===== src/lpe_pkg.sv =====
`timescale 1ns / 1ps
// Shared widths, constants and divider handshake types for the Legendre evaluator.
// No dependencies.
package lpe_pkg;

  localparam int FRAC_BITS  = 30;
  localparam int RECIP_BITS = 32;
  localparam int DEG_W      = 7;
  localparam int POINT_W    = 32;
  localparam int SLOPE_W    = 48;
  localparam int DEN_W      = FRAC_BITS + 1;
  localparam int NM_W       = 40;
  localparam int DIV_NUM_W  = NM_W + FRAC_BITS;
  localparam int Q_W        = SLOPE_W + 1;
  localparam int QUO_W      = SLOPE_W + 2;

  typedef struct packed {
    logic                 start;
    logic [DIV_NUM_W-1:0] num;
    logic [DEN_W-1:0]     den;
  } div_req_t;

  typedef struct packed {
    logic             done;
    logic             ovf;
    logic [QUO_W-1:0] quo;
  } div_rsp_t;

endpackage


===== src/lpe_div.sv =====
`timescale 1ns / 1ps
// Bit-serial restoring divider for the slope: rounded quotient with overflow flag.
// Depends on lpe_pkg.
module lpe_div import lpe_pkg::*; (
  input  logic     clk,
  input  logic     rst_n,
  input  div_req_t req,
  output div_rsp_t rsp
);

  localparam int CNT_W = $clog2(DIV_NUM_W);

  logic                 busy_r;
  logic                 fin_r;
  logic                 done_r;
  logic [CNT_W-1:0]     cnt_r;
  logic [DIV_NUM_W-1:0] num_sh_r;
  logic [DEN_W-1:0]     den_r;
  logic [DEN_W-1:0]     rem_r;
  logic [Q_W-1:0]       q_r;
  logic                 ovf_r;
  logic [QUO_W-1:0]     quo_r;

  logic [DEN_W:0]   rem_sh;
  logic             ge;
  logic [DEN_W-1:0] rem_nxt;
  logic [Q_W-1:0]   q_nxt;
  logic             ovf_nxt;
  logic             rnd;

  assign rem_sh  = {rem_r, num_sh_r[DIV_NUM_W-1]};
  assign ge      = rem_sh >= {1'b0, den_r};
  assign rem_nxt = ge ? DEN_W'(rem_sh - {1'b0, den_r}) : rem_sh[DEN_W-1:0];
  assign q_nxt   = {q_r[Q_W-2:0], ge};
  assign ovf_nxt = ovf_r | q_r[Q_W-1];
  assign rnd     = {rem_r, 1'b0} >= {1'b0, den_r};

  always_ff @(posedge clk) begin
    if (!rst_n) begin
      busy_r <= 1'b0;
      fin_r  <= 1'b0;
      done_r <= 1'b0;
    end else begin
      done_r <= 1'b0;
      if (req.start) begin
        busy_r   <= 1'b1;
        cnt_r    <= CNT_W'(DIV_NUM_W - 1);
        num_sh_r <= req.num;
        den_r    <= req.den;
        rem_r    <= '0;
        q_r      <= '0;
        ovf_r    <= 1'b0;
      end else if (busy_r) begin
        num_sh_r <= num_sh_r << 1;
        rem_r    <= rem_nxt;
        q_r      <= q_nxt;
        ovf_r    <= ovf_nxt;
        if (cnt_r == '0) begin
          busy_r <= 1'b0;
          fin_r  <= 1'b1;
        end else begin
          cnt_r <= cnt_r - 1'b1;
        end
      end else if (fin_r) begin
        fin_r  <= 1'b0;
        done_r <= 1'b1;
        quo_r  <= {1'b0, q_r} + QUO_W'(rnd);
      end
    end
  end

  assign rsp.done = done_r;
  assign rsp.ovf  = ovf_r;
  assign rsp.quo  = quo_r;

endmodule


===== src/legendre_poly_eval.sv =====
`timescale 1ns / 1ps
// Legendre polynomial P_n(x) and derivative evaluator, top level.
// Depends on lpe_pkg and lpe_div.
//
// Usage:
//   Write the degree n on cfg_degree with cfg_valid; cfg_ready is high while idle.
//   Present a point x (signed Q2.30) on in_point and raise start; the beat is taken
//   at an edge where start is high and busy is low. busy stays high until the result.
//   The result (P_n as Q2.30, P_n' as saturated Q18.30, endpoint flag) appears for
//   one cycle with out_valid; the receiver has no way to stall it. busy drops in
//   that same cycle, so the next beat may follow right away.
// Sequence (accept to out_valid):
//   degree 0 or 1: the sequencer goes straight from idle to the result state.
//   degree n >= 2: n-1 recurrence steps, each with 5 passes through the one
//   33x32 multiplier; the slope then runs through the bit-serial divider
//   (70 quotient bits, rounding, done). At x = +/-1 the divider is skipped.
// Reset: degree returns to 1, the sequencer to idle, no result pending.
module legendre_poly_eval import lpe_pkg::*; #(
  parameter int MAX_DEGREE = 64
) (
  input  logic                      clk,
  input  logic                      rst_n,
  input  logic                      start,
  output logic                      busy,
  input  logic signed [POINT_W-1:0] in_point,
  output logic                      out_valid,
  output logic signed [POINT_W-1:0] out_poly_value,
  output logic signed [SLOPE_W-1:0] out_poly_slope,
  output logic                      out_endpoint_flag,
  input  logic                      cfg_valid,
  output logic                      cfg_ready,
  input  logic [DEG_W-1:0]          cfg_degree
);

  localparam int N_MAX  = (MAX_DEGREE > 127) ? 127 : MAX_DEGREE;
  localparam int IDX_W  = $clog2(N_MAX + 1);
  localparam int MA_W   = 33;
  localparam int MB_W   = 32;
  localparam int PR_W   = MA_W + MB_W;
  localparam int ACC_W  = 74;
  localparam int NUM_W  = 42;

  localparam logic signed [POINT_W-1:0] X_HI = POINT_W'(64'd1 << FRAC_BITS);
  localparam logic signed [POINT_W-1:0] X_LO = -X_HI;
  localparam logic [MB_W-1:0] P_POS_MAX = MB_W'((64'd1 << (FRAC_BITS + 1)) - 64'd1);
  localparam logic [MB_W-1:0] P_NEG_MAX = MB_W'(64'd1 << (FRAC_BITS + 1));
  localparam logic [SLOPE_W-1:0] S_POS_MAX = SLOPE_W'((64'd1 << (SLOPE_W - 1)) - 64'd1);
  localparam logic [SLOPE_W-1:0] S_NEG_MAX = SLOPE_W'(64'd1 << (SLOPE_W - 1));

  typedef enum logic [4:0] {
    ST_IDLE, ST_XP1, ST_T, ST_N1, ST_N2, ST_NMAG, ST_R0, ST_R1, ST_R2, ST_P,
    ST_SQ, ST_SQR, ST_DIFF, ST_DMAG, ST_NMUL, ST_NLD, ST_DIV, ST_FIN
  } state_t;

  // reciprocal ROM, round(2^32 / i)
  logic [RECIP_BITS-1:0] recip_tab [N_MAX+1];
  for (genvar g = 0; g <= N_MAX; g++) begin : g_recip
    localparam logic [RECIP_BITS-1:0] RV =
      (g < 2) ? '0 : RECIP_BITS'(((64'd1 << RECIP_BITS) + g / 2) / g);
    assign recip_tab[g] = RV;
  end

  state_t                   state_r;
  logic                     busy_r;
  logic [DEG_W-1:0]         degree_r;
  logic [IDX_W-1:0]         n_r;
  logic [IDX_W-1:0]         i_r;
  logic [FRAC_BITS:0]       x_mag_r;
  logic                     x_neg_r;
  logic [MB_W-1:0]          p1_mag_r;
  logic                     p1_neg_r;
  logic [MB_W-1:0]          p2_mag_r;
  logic                     p2_neg_r;
  logic [MB_W-1:0]          t_mag_r;
  logic                     t_neg_r;
  logic signed [NUM_W-1:0]  num_r;
  logic [NUM_W-2:0]         nmag_r;
  logic                     nneg_r;
  logic [ACC_W-1:0]         acc_r;
  logic [PR_W-1:0]          prod_r;
  logic [DEN_W-1:0]         den_mag_r;
  logic signed [MA_W:0]     diff_r;
  logic [MA_W-1:0]          dmag_r;
  logic                     sneg_r;
  logic                     flag_r;
  logic [SLOPE_W-1:0]       slope_r;
  logic                     out_valid_r;
  logic [POINT_W-1:0]       out_value_r;
  logic [SLOPE_W-1:0]       out_slope_r;
  logic                     out_flag_r;

  logic [MA_W-1:0]          mul_a;
  logic [MB_W-1:0]          mul_b;
  logic [RECIP_BITS-1:0]    recip;
  logic [PR_W-1:0]          prod_rnd;
  logic [PR_W-FRAC_BITS-1:0] prod_q;
  logic [ACC_W-33:0]        pm;
  logic [MB_W-1:0]          p_mag_nxt;
  logic [FRAC_BITS:0]       x_mag_nxt;
  logic                     x_neg_nxt;
  logic [IDX_W-1:0]         n_nxt;
  logic signed [MA_W:0]     xp_s;
  logic signed [MA_W:0]     p2_neg_s;
  logic [SLOPE_W-1:0]       q_clip;
  logic [MB_W:0]            p_val;
  logic                     accept;
  div_req_t                 div_req;
  div_rsp_t                 div_rsp;

  assign accept = start && !busy_r;
  assign recip  = recip_tab[i_r];

  // input clamp to [-1, 1]
  always_comb begin
    if (in_point < X_LO) begin
      x_mag_nxt = X_HI[FRAC_BITS:0];
      x_neg_nxt = 1'b1;
    end else if (in_point > X_HI) begin
      x_mag_nxt = X_HI[FRAC_BITS:0];
      x_neg_nxt = 1'b0;
    end else begin
      x_mag_nxt = in_point[POINT_W-1] ? (FRAC_BITS+1)'(-in_point)
                                      : in_point[FRAC_BITS:0];
      x_neg_nxt = in_point[POINT_W-1];
    end
  end

  assign n_nxt = (degree_r > DEG_W'(N_MAX)) ? IDX_W'(N_MAX) : degree_r[IDX_W-1:0];

  // shared multiplier operand select
  always_comb begin
    mul_a = '0;
    mul_b = '0;
    unique case (state_r)
      ST_XP1: begin
        mul_a = {2'b0, x_mag_r};
        mul_b = p1_mag_r;
      end
      ST_T: begin
        mul_a = {1'b0, p2_mag_r};
        mul_b = MB_W'(i_r) - 1'b1;
      end
      ST_N1: begin
        mul_a = {1'b0, t_mag_r};
        mul_b = MB_W'({i_r, 1'b0}) - 1'b1;
      end
      ST_R0: begin
        mul_a = nmag_r[MA_W-1:0];
        mul_b = recip;
      end
      ST_R1: begin
        mul_a = MA_W'(nmag_r[NUM_W-2:MA_W]);
        mul_b = recip;
      end
      ST_SQ: begin
        mul_a = {2'b0, x_mag_r};
        mul_b = {1'b0, x_mag_r};
      end
      ST_SQR: begin
        mul_a = {2'b0, x_mag_r};
        mul_b = p1_mag_r;
      end
      ST_NMUL: begin
        mul_a = dmag_r;
        mul_b = MB_W'(n_r);
      end
      default: ;
    endcase
  end

  always_ff @(posedge clk) begin
    prod_r <= mul_a * mul_b;
  end

  assign prod_rnd = prod_r + (PR_W'(1) << (FRAC_BITS - 1));
  assign prod_q   = prod_rnd[PR_W-1:FRAC_BITS];

  // P_i magnitude after rounding by the reciprocal, saturated
  assign pm = acc_r[ACC_W-1:32];
  always_comb begin
    if (nneg_r) p_mag_nxt = (pm > (ACC_W-32)'(P_NEG_MAX)) ? P_NEG_MAX : pm[MB_W-1:0];
    else        p_mag_nxt = (pm > (ACC_W-32)'(P_POS_MAX)) ? P_POS_MAX : pm[MB_W-1:0];
  end

  assign xp_s     = x_neg_r ^ p1_neg_r ? -(MA_W+1)'(prod_q[MB_W-1:0])
                                       : (MA_W+1)'(prod_q[MB_W-1:0]);
  assign p2_neg_s = p2_neg_r ? (MA_W+1)'(p2_mag_r) : -(MA_W+1)'(p2_mag_r);

  always_comb begin
    if (sneg_r) q_clip = (div_rsp.ovf || div_rsp.quo > QUO_W'(S_NEG_MAX)) ? S_NEG_MAX
                                                        : div_rsp.quo[SLOPE_W-1:0];
    else        q_clip = (div_rsp.ovf || div_rsp.quo > QUO_W'(S_POS_MAX)) ? S_POS_MAX
                                                        : div_rsp.quo[SLOPE_W-1:0];
  end

  assign p_val = p1_neg_r ? -{1'b0, p1_mag_r} : {1'b0, p1_mag_r};

  assign div_req.start = (state_r == ST_NLD);
  assign div_req.num   = {prod_r[NM_W-1:0], {FRAC_BITS{1'b0}}};
  assign div_req.den   = den_mag_r;

  lpe_div u_div (
    .clk   (clk),
    .rst_n (rst_n),
    .req   (div_req),
    .rsp   (div_rsp)
  );

  always_ff @(posedge clk) begin
    if (!rst_n) begin
      state_r     <= ST_IDLE;
      busy_r      <= 1'b0;
      degree_r    <= DEG_W'(1);
      out_valid_r <= 1'b0;
    end else begin
      out_valid_r <= 1'b0;
      if (cfg_valid && cfg_ready) degree_r <= cfg_degree;
      unique case (state_r)
        ST_IDLE: begin
          if (accept) begin
            busy_r   <= 1'b1;
            n_r      <= n_nxt;
            i_r      <= IDX_W'(2);
            x_mag_r  <= x_mag_nxt;
            x_neg_r  <= x_neg_nxt;
            flag_r   <= 1'b0;
            p2_mag_r <= MB_W'(X_HI);
            p2_neg_r <= 1'b0;
            if (n_nxt == '0) begin
              p1_mag_r <= MB_W'(X_HI);
              p1_neg_r <= 1'b0;
              slope_r  <= '0;
              state_r  <= ST_FIN;
            end else if (n_nxt == IDX_W'(1)) begin
              p1_mag_r <= MB_W'(x_mag_nxt);
              p1_neg_r <= x_neg_nxt;
              slope_r  <= SLOPE_W'(X_HI);
              state_r  <= ST_FIN;
            end else begin
              p1_mag_r <= MB_W'(x_mag_nxt);
              p1_neg_r <= x_neg_nxt;
              slope_r  <= '0;
              state_r  <= ST_XP1;
            end
          end
        end
        ST_XP1: state_r <= ST_T;
        ST_T: begin
          t_mag_r <= prod_q[MB_W-1:0];
          t_neg_r <= x_neg_r ^ p1_neg_r;
          state_r <= ST_N1;
        end
        ST_N1: begin
          num_r   <= p2_neg_r ? NUM_W'(prod_r) : -NUM_W'(prod_r);
          state_r <= ST_N2;
        end
        ST_N2: begin
          num_r   <= t_neg_r ? num_r - NUM_W'(prod_r) : num_r + NUM_W'(prod_r);
          state_r <= ST_NMAG;
        end
        ST_NMAG: begin
          nmag_r  <= num_r[NUM_W-1] ? (NUM_W-1)'(-num_r) : num_r[NUM_W-2:0];
          nneg_r  <= num_r[NUM_W-1];
          state_r <= ST_R0;
        end
        ST_R0: state_r <= ST_R1;
        ST_R1: begin
          acc_r   <= ACC_W'(prod_r);
          state_r <= ST_R2;
        end
        ST_R2: begin
          acc_r   <= acc_r + (ACC_W'(prod_r) << MA_W) + (ACC_W'(1) << (RECIP_BITS - 1));
          state_r <= ST_P;
        end
        ST_P: begin
          p2_mag_r <= p1_mag_r;
          p2_neg_r <= p1_neg_r;
          p1_mag_r <= p_mag_nxt;
          p1_neg_r <= nneg_r;
          if (i_r == n_r) begin
            state_r <= ST_SQ;
          end else begin
            i_r     <= i_r + 1'b1;
            state_r <= ST_XP1;
          end
        end
        ST_SQ: state_r <= ST_SQR;
        ST_SQR: begin
          den_mag_r <= DEN_W'(X_HI) - prod_q[DEN_W-1:0];
          flag_r    <= prod_q[DEN_W-1:0] == DEN_W'(X_HI);
          state_r   <= ST_DIFF;
        end
        ST_DIFF: begin
          diff_r  <= xp_s + p2_neg_s;
          state_r <= flag_r ? ST_FIN : ST_DMAG;
        end
        ST_DMAG: begin
          dmag_r  <= diff_r[MA_W] ? MA_W'(-diff_r) : diff_r[MA_W-1:0];
          sneg_r  <= !diff_r[MA_W] && (diff_r != '0);
          state_r <= ST_NMUL;
        end
        ST_NMUL: state_r <= ST_NLD;
        ST_NLD:  state_r <= ST_DIV;
        ST_DIV: begin
          if (div_rsp.done) begin
            slope_r <= sneg_r ? -q_clip : q_clip;
            state_r <= ST_FIN;
          end
        end
        ST_FIN: begin
          out_valid_r <= 1'b1;
          out_value_r <= p_val[POINT_W-1:0];
          out_slope_r <= slope_r;
          out_flag_r  <= flag_r;
          busy_r      <= 1'b0;
          state_r     <= ST_IDLE;
        end
        default: state_r <= ST_IDLE;
      endcase
    end
  end

  assign busy              = busy_r;
  assign cfg_ready         = !busy_r;
  assign out_valid         = out_valid_r;
  assign out_poly_value    = out_value_r;
  assign out_poly_slope    = out_slope_r;
  assign out_endpoint_flag = out_flag_r;

  a_strobe_not_busy: assert property (@(posedge clk) disable iff (!rst_n)
    out_valid_r |-> !busy_r)
    else $error("result strobe while busy");

  a_strobe_single: assert property (@(posedge clk) disable iff (!rst_n)
    out_valid_r |=> !out_valid_r)
    else $error("result strobe longer than one cycle");

  a_endpoint_slope: assert property (@(posedge clk) disable iff (!rst_n)
    (out_valid_r && out_flag_r) |-> (out_slope_r == '0))
    else $error("endpoint result with nonzero slope");

  a_work_busy: assert property (@(posedge clk) disable iff (!rst_n)
    (state_r != ST_IDLE) |-> busy_r)
    else $error("sequencer active while not busy");

  a_div_done_state: assert property (@(posedge clk) disable iff (!rst_n)
    div_rsp.done |-> (state_r == ST_DIV))
    else $error("divider done outside of divide wait");

endmodule


===== config.mk =====
export PLATFORM = sky130hd
export DESIGN_NAME = legendre_poly_eval
export DESIGN_NICKNAME = d
export VERILOG_FILES = /design/src/lpe_pkg.sv /design/src/lpe_div.sv /design/src/legendre_poly_eval.sv
export SDC_FILE = /design/constraint.sdc
export NUM_CORES = 2
export LEC_CHECK = 0
export ABC_AREA = 1
export BUFFER_PORTS_ARGS = -buffer_cell sky130_fd_sc_hd__buf_2
export CAP_MARGIN = 15
export CORE_UTILIZATION = 50
export DETAILED_ROUTE_END_ITERATION = 8
export GPL_ROUTABILITY_DRIVEN = 1
export PLACE_DENSITY = 0.71
export SYNTH_ARGS = -nofsm -noshare
export SYNTH_HDL_FRONTEND = slang
export SYNTH_SLANG_ARGS = --single-unit

===== constraint.sdc =====
create_clock -name clk -period 9 [get_ports clk]
set_input_delay 2.25 -clock clk [delete_from_list [all_inputs] [get_ports clk]]
set_output_delay 2.25 -clock clk [all_outputs]
set_load 0.005 [all_outputs]

After elaboration in Yosys (flattened, before gate mapping)
Memories as Yosys holds them, arrays and structs flattened.
Cells that the tools add are included.
{ "op_classes": {"order_cmp": 10, "reduce_logical": 42, "n_shift": 0, "multipliers": 1, "add_sub_neg": 21, "eq_ne": 25, "div": 0, "muxes": 69, "bitwise": 6} }
{ "op_table": {"columns": ["op", "n"], "rows": [
  ["$mux W48", 6],
  ["$mux W32", 8],
  ["$mux W31", 8],
  ["$pmux W33 S6", 1],
  ["$pmux W32 S6", 1],
  ["$pmux W74 S2", 1],
  ["$mux W70", 2],
  ["$pmux W32 S2", 2],
  ["$pmux W48 S2", 1],
  ["$pmux W5 S17", 1],
  ["$mux W42", 2],
  ["$pmux W42 S2", 1],
  ["$add A74 B32 Y74 const B", 1],
  ["$add A74 B74 Y74", 1],
  ["$mux W34", 2],
  ["$neg A32 Y34", 2],
  ["$mul A33 B32 Y65", 1],
  ["$ge A32 B31 Y1", 2],
  ["$add A62 B30 Y62 const B", 1],
  ["$add A49 B1 Y50", 1],
  ["$gt A50 B47 Y1 const B", 1],
  ["$gt A50 B48 Y1 const B", 1],
  ["$mux W49", 1],
  ["$neg A48 Y48", 1],
  ["other kinds (54)", 125]
]} }
{ "word_totals": {"memories": 1, "input_bits": 43, "word_cells": 214, "latchBits": 0, "output_inout_bits": 84, "mem_bits_ro": 4096, "ram_bits": 0, "ff_bits": 852} }
{ "memory_table": {"columns": ["name", "depth", "width", "rd", "rd_ports_with_merged_regs", "wr", "line", "rtl"], "rows": [
  ["(name not given)", 128, 32, 1, 0, 0, "legendre_poly_eval.sv:111", "assign recip = recip_tab[i_r];"]
]} }

Longest topological paths before layout
{ "depth": {"ltp_word": 8, "ltp_mapped": 45, "depth_no_buf": 43} }

Cells and area by module
From an unflattened synthesis, not the netlist that was laid out.
{ "hier_totals": {"hier_cells": 11027, "hier_area_um2": 88309.7} }
{ "modules_own_cells": {"columns": ["module", "instances", "cells_per_inst", "seq_area_each_um2", "area_each_um2"], "rows": [
  ["legendre_poly_eval", 1, 9522, 16625.9, 75162.1],
  ["lpe_div", 1, 1505, 7236.9, 13147.6]
]} }

Least setup slack after synthesis
No wires, ideal clock.
{ "synth_timing": {"kind": "register to register", "from": "register i_r[1]", "to": "register prod_r[40]", "path_slack_ns": 0.394, "path_buffers": 3, "arrival_time_ns": 8.484, "stages_incl_launch_ff": 41, "path_cell_list": "edfxtp_1 > clkbuf_1 > inv_1 > ha_1 > clkbuf_1 > nand2_1 > inv_1 > nor2_1 > o21ai_0 > o21ai_0 > a211oi_1 > a221oi_1 > nand2_1 > inv_2 > buf_2 > nor2_1 > fa_1 > fa_1 > [... 5 more ...] > inv_1 > fa_1 > inv_1 > fa_1 > inv_1 > fa_1 > inv_1 > ha_1 > nand2_1 > nor2_1 > inv_1 > nor2_1 > nand3_1 > o211ai_1 > a21oi_1 > nor2_1 > nor2_1 > xor2_1"} }
{ "synth_via": {"elab_chain_cells": 6} }
{ "synth_rtl": {"columns": ["item", "line", "rtl"], "rows": [
  ["from (decl)", "legendre_poly_eval.sv:67", "logic [IDX_W-1:0] i_r;"],
  ["from (signal assigned)", "legendre_poly_eval.sv:283", "i_r <= i_r + 1'b1;"],
  ["$not A7 Y8 (not written as such)", "legendre_poly_eval.sv:111", null],
  ["$mem_v2 Z128 W32", null, null],
  ["$mux W32 (not written as such) (2 in a row)", "legendre_poly_eval.sv:111", null],
  ["$pmux W32 S6 *", "legendre_poly_eval.sv:134", "unique case (state_r)"],
  ["$mul A33 B32 Y65 *", "legendre_poly_eval.sv:172", "prod_r <= mul_a * mul_b;"],
  ["to (signal assigned)", "legendre_poly_eval.sv:172", null],
  ["to (decl)", "legendre_poly_eval.sv:80", "logic [PR_W-1:0] prod_r;"]
]} }
Mark *: on every way between the ends. The rest lies on a longest branch, timed or not. The select of a mux whose other input is x is not followed.
A chain may end at the register's enable or synchronous reset.

Worst setup path in the final report
{ "layout_timing": {"from": "register state_r[4]", "to": "register prod_r[46]"} }
{ "layout_via": {"elab_chain_cells": 4} }
{ "layout_rtl": {"columns": ["item", "line", "rtl"], "rows": [
  ["from (decl)", "legendre_poly_eval.sv:63", "state_t state_r;"],
  ["from (signal assigned)", "legendre_poly_eval.sv:295", "state_r <= flag_r ? ST_FIN : ST_DMAG;"],
  ["$eq A5 B4 Y1 (tied with other cells)", "legendre_poly_eval.sv:134", null],
  ["$reduce_or A3 Y1 (no line) or $reduce_or A2 Y1 (tied branches)", null, null],
  ["$pmux W33 S6 or $pmux W32 S6 (tied branches)", "legendre_poly_eval.sv:134", null],
  ["$mul A33 B32 Y65 *", "legendre_poly_eval.sv:172", null]
]} }
Mark *: on every way between the ends. The rest lies on a longest branch, timed or not.

==> run_results.csv <==
group,metric,value,unit
outcome,outcome,"completed",
setup_path,max_stage_delay,640,ps
final_layout,drive_above_1_share,12.9,%
global_routing,met1_usage,51.4,%
global_routing,grtUsageMet2,63.6,%
timing,setup_viol,0,
synthesis,synth_area_leaders,"edfxtp_1 25%, fa_1 22%, nand2_1 8.9%, inv_1 8.2%, ha_1 6.5%",
global_routing,grtUsageTotal,41.3,%
final_layout,postLayoutCellArea,98000,um^2
setup_path,path_depth,37,
setup_path,cp_slowest_cell,"fa_2",
timing,rsz0062_at_grt,"yes",
synthesis,seq_area_frac_synth,26.9,%
setup_path,cp.arrival,9420,ps
timing,tns,0,ps
timing,final-hold-violation-count,0,
power,switching_power,13.8,mW
power,p_int,13.2,mW
floorplan,die-area,172000,um^2
timing,timing.slew.headroom,13.7,%
floorplan,pin_count,127,
synthesis,yosysWarnings,0,
detailed_routing,ant_nets,0,
global_routing,grt_max_degree,90,
detailed_routing,drt_iter0_drc,8560,
timing,worstMarginPinSlew,1290,ps
setup_path,crit_type,"flop to flop",
place,finalWeightedCongestion,1.16,
global_routing,overflow,0,
final_layout,fin_nets,12500,
cts,ctsHtreeMaxLevel,3,
detailed_routing,drc_errors,0,
timing,timing.fmax,114,MHz
power,powerDensity,276,nW/um^2
synthesis,netlist_area,85400,um^2
detailed_routing,vias,77600,
synthesis,yosysUniqueCellTypes,74,
setup_path,crit_top_cell,"fa_1",
synthesis,async_flop_share,0,%
global_routing,antenna_found_initial,9,
hold_path,min_delay_path_depth,0,
global_routing,grt_pass1_wl,519000,um
synthesis,yosysTopAreaCell,"edfxtp_1",
power,clkPwrFrac,14.7,%
power,combPwrFrac,65.8,%
final_layout,syn2layout_area_growth,14.8,%
setup_path,rr_worst_depth,37,
power,swShare,51.0,%
floorplan,start_util,50.4,%
floorplan,fp.dieH,415,um
floorplan,fp.coreArea,169000,um^2
setup_path,required,9670,ps
global_routing,grtUsageMet3,11.5,%
cts,cts_tree,"built",
place,io_buffers,126,
setup_path,crit_fanout,17,
setup_path,start_kind,"flop",
cts,clkSinkCount,792,
power,leakagePower,45.8,nW
cts,cts-buffers-inserted,90,
floorplan,rows,151,
global_routing,grt_pass1_vias,77400,
cts,cts_root_buf,"clkbuf_16",
final_layout,fill_cells,15500,
detailed_routing,wl,357000,um
cts,cts_max_path_buffers,3,
cts,clkTransAtPathRegs,60,ps
global_routing,grt_busiest_layer,"met2",
synthesis,synth_top_cell_area_share,25.0,%
hold_path,hold_path.class,"flop to flop",
detailed_routing,viasPerCell,5.79,
synthesis,ys.flop_type,"edfxtp_1",
final_layout,final_util,57.9,%
synthesis,synthesis.nets,11900,
place,placed_area,93100,um^2
setup_path,worst-path-buf-inv,15,
final_layout,instances_no_fill,13400,
floorplan,die_w,415,um
run,maxCapViolations,0,
power,power_frac_seq,19.5,%
setup_path,path_delay_family,"adder cells",
synthesis,avgSynthCellArea,8.12,um^2
place,place_inst,13200,
synthesis,synth-seq-cells,792,
detailed_routing,drtPass1Iterations,9,
power,vdd_drop_max,0.281,mV
timing,slew_viol_final,0,
place,dpl.hpwl,295000,um
setup_path,end_kind,"flop",
timing,min_period_over_period,97.2,%
timing,post-route-min-period,8750,ps
timing,clock_skew,65.6,ps
cts,clk_latency,740,ps
synthesis,syn_inst,10500,
detailed_routing,wire_per_inst,26.7,um
cts,ctsHoldBuffers,0,
synthesis,synth_enable_flop_cells,710,
[stage by stage]
stage	hold slack, ps	total power [mW]	setup slack [ps]
CTS	410	25.7	1.56
global placement	401	21.5	-746
floorplan	400	14.0	394
detailed placement	405	21.5	-611
finish	406	27.0	250
global route	418	28.3	-197
[layer usage]
metal / routed length, um / part of all wire, %
met5: 27 / 0.0076
met4: 27600 / 7.7
met3: 39800 / 11
met2: 157000 / 44
met1: 133000 / 37
[area by class of cell]
cell class | count | area [um^2] | share of cell area, %
Multi-Input combinational cell | 7456 | 55000 | 56.1
Sequential cell | 792 | 23000 | 23.4
Inverter | 1925 | 7280 | 7.43
Timing Repair Buffer | 831 | 6850 | 6.98
Tap cell | 2218 | 2780 | 2.83
Clock buffer | 101 | 2380 | 2.42
Clock inverter | 64 | 779 | 0.795
Antenna cell | 4 | 10.0 | 0.0102
[cell families after synthesis]
kind of cell	share of synthesized area [%]
AOI/OAI and AO/OA	9.19
buffers and inverters	10.2
and+or+nand+nor	21.2
xor gates and xnor gates	4.20
adders and majority gates	28.3
DFF	26.9
[repair_timing]
action / in CTS / in global routing
setup endpoints to repair: 47 / 49
setup buffers: 9 / 40
gates resized for setup: 65 / 298
pin swaps: 5 / 99
[cell usage in the layout (no fill, tap or decap), types with 17 or more instances in the layout]
cell	netlist	routed
ha_1	445	417
nor4_1	59	49
a21oi_1	442	408
a21boi_0	18	18
nand2_2	18	41
dfxtp_1	82	80
a21oi_2	0	33
a31oi_1	59	55
o21ai_1	19	49
nand4_1	98	98
edfxtp_1	710	710
buf_12	0	65
ha_4	0	24
inv_1	1871	1849
xnor2_1	91	88
clkinv_2	0	24
clkinv_1	13	17
nor2_1	1470	1401
fa_1	929	903
a22oi_1	19	19
a21o_1	40	40
nor4_4	20	25
nand2_1	2033	2008
or2_2	40	40
nand3_1	308	295
nor2_4	14	35
buf_4	11	617
buf_2	137	126
inv_2	40	48
fa_2	0	26
nor3_1	153	145
xor2_1	317	316
o21bai_1	30	29
o21ai_0	573	532
o31ai_1	25	24
o211ai_1	37	37
nor2_2	13	61
buf_6	3	21
clkbuf_16	0	93
[final timing paths]
path	from	end	slack [ps]
worst max-delay path	state_r[4]	prod_r[46]	250
worst min register to register	slope_r[42]	out_poly_slope[42]	410
worst min-delay path	slope_r[42]	out_poly_slope[42]	410
worst max register to register	state_r[4]	prod_r[46]	250
[sequential cells by signal (all words and copies together), names as in the netlist, 32 cells and up]
name / flops
prod_r: 65
num_r: 42
out_poly_slope: 48
dmag_r: 33
t_mag_r: 32
acc_r: 43
p1_mag_r: 32
p2_mag_r: 32
u_div.q_r: 49
slope_r: 48
nmag_r: 41
u_div.quo_r: 50
diff_r: 34
out_poly_value: 32
u_div.num_sh_r: 40
[worst register-to-register path: cells and delay by family (launching register included)]
kind / cells / cell delay [ps]
fa+ha+maj: 9 / 4440
buf+inv: 15 / 2220
simple gates: 10 / 1070
flops: 1 / 390
compound gates: 2 / 360
xor+xnor: 1 / 190
[cells in the mapped netlist, types with 19 or more instances]
library cell / count
o21ai_0: 573
inv_2: 40
a22oi_1: 19
nand4_1: 98
edfxtp_1: 710
nor4_4: 20
o211ai_1: 37
clkbuf_1: 172
o21bai_1: 30
buf_2: 137
nand3_1: 308
inv_1: 1871
a21o_1: 40
a31oi_1: 59
nor4_1: 59
buf_1: 19
a21oi_1: 442
nor2_1: 1470
nand2_1: 2033
xnor2_1: 91
dfxtp_1: 82
o31ai_1: 25
xor2_1: 317
nor3_1: 153
or2_2: 40
ha_1: 445
fa_1: 929
o21ai_1: 19
[power groups by stage]
| stage | Sequential [mW] | Combinational [mW] | Clock [mW] |
|---|---|---|---|
| final | 5.28 | 17.8 | 3.98 |
| after global routing | 5.25 | 18.9 | 4.13 |
| after CTS | 5.23 | 16.5 | 4.01 |
| after detailed placement | 5.30 | 16.2 | 0 |
| after global placement | 5.31 | 16.2 | 0 |
| after floorplan | 4.92 | 9.04 | 0 |
Note: power is estimated with default switching activity, not from simulation.
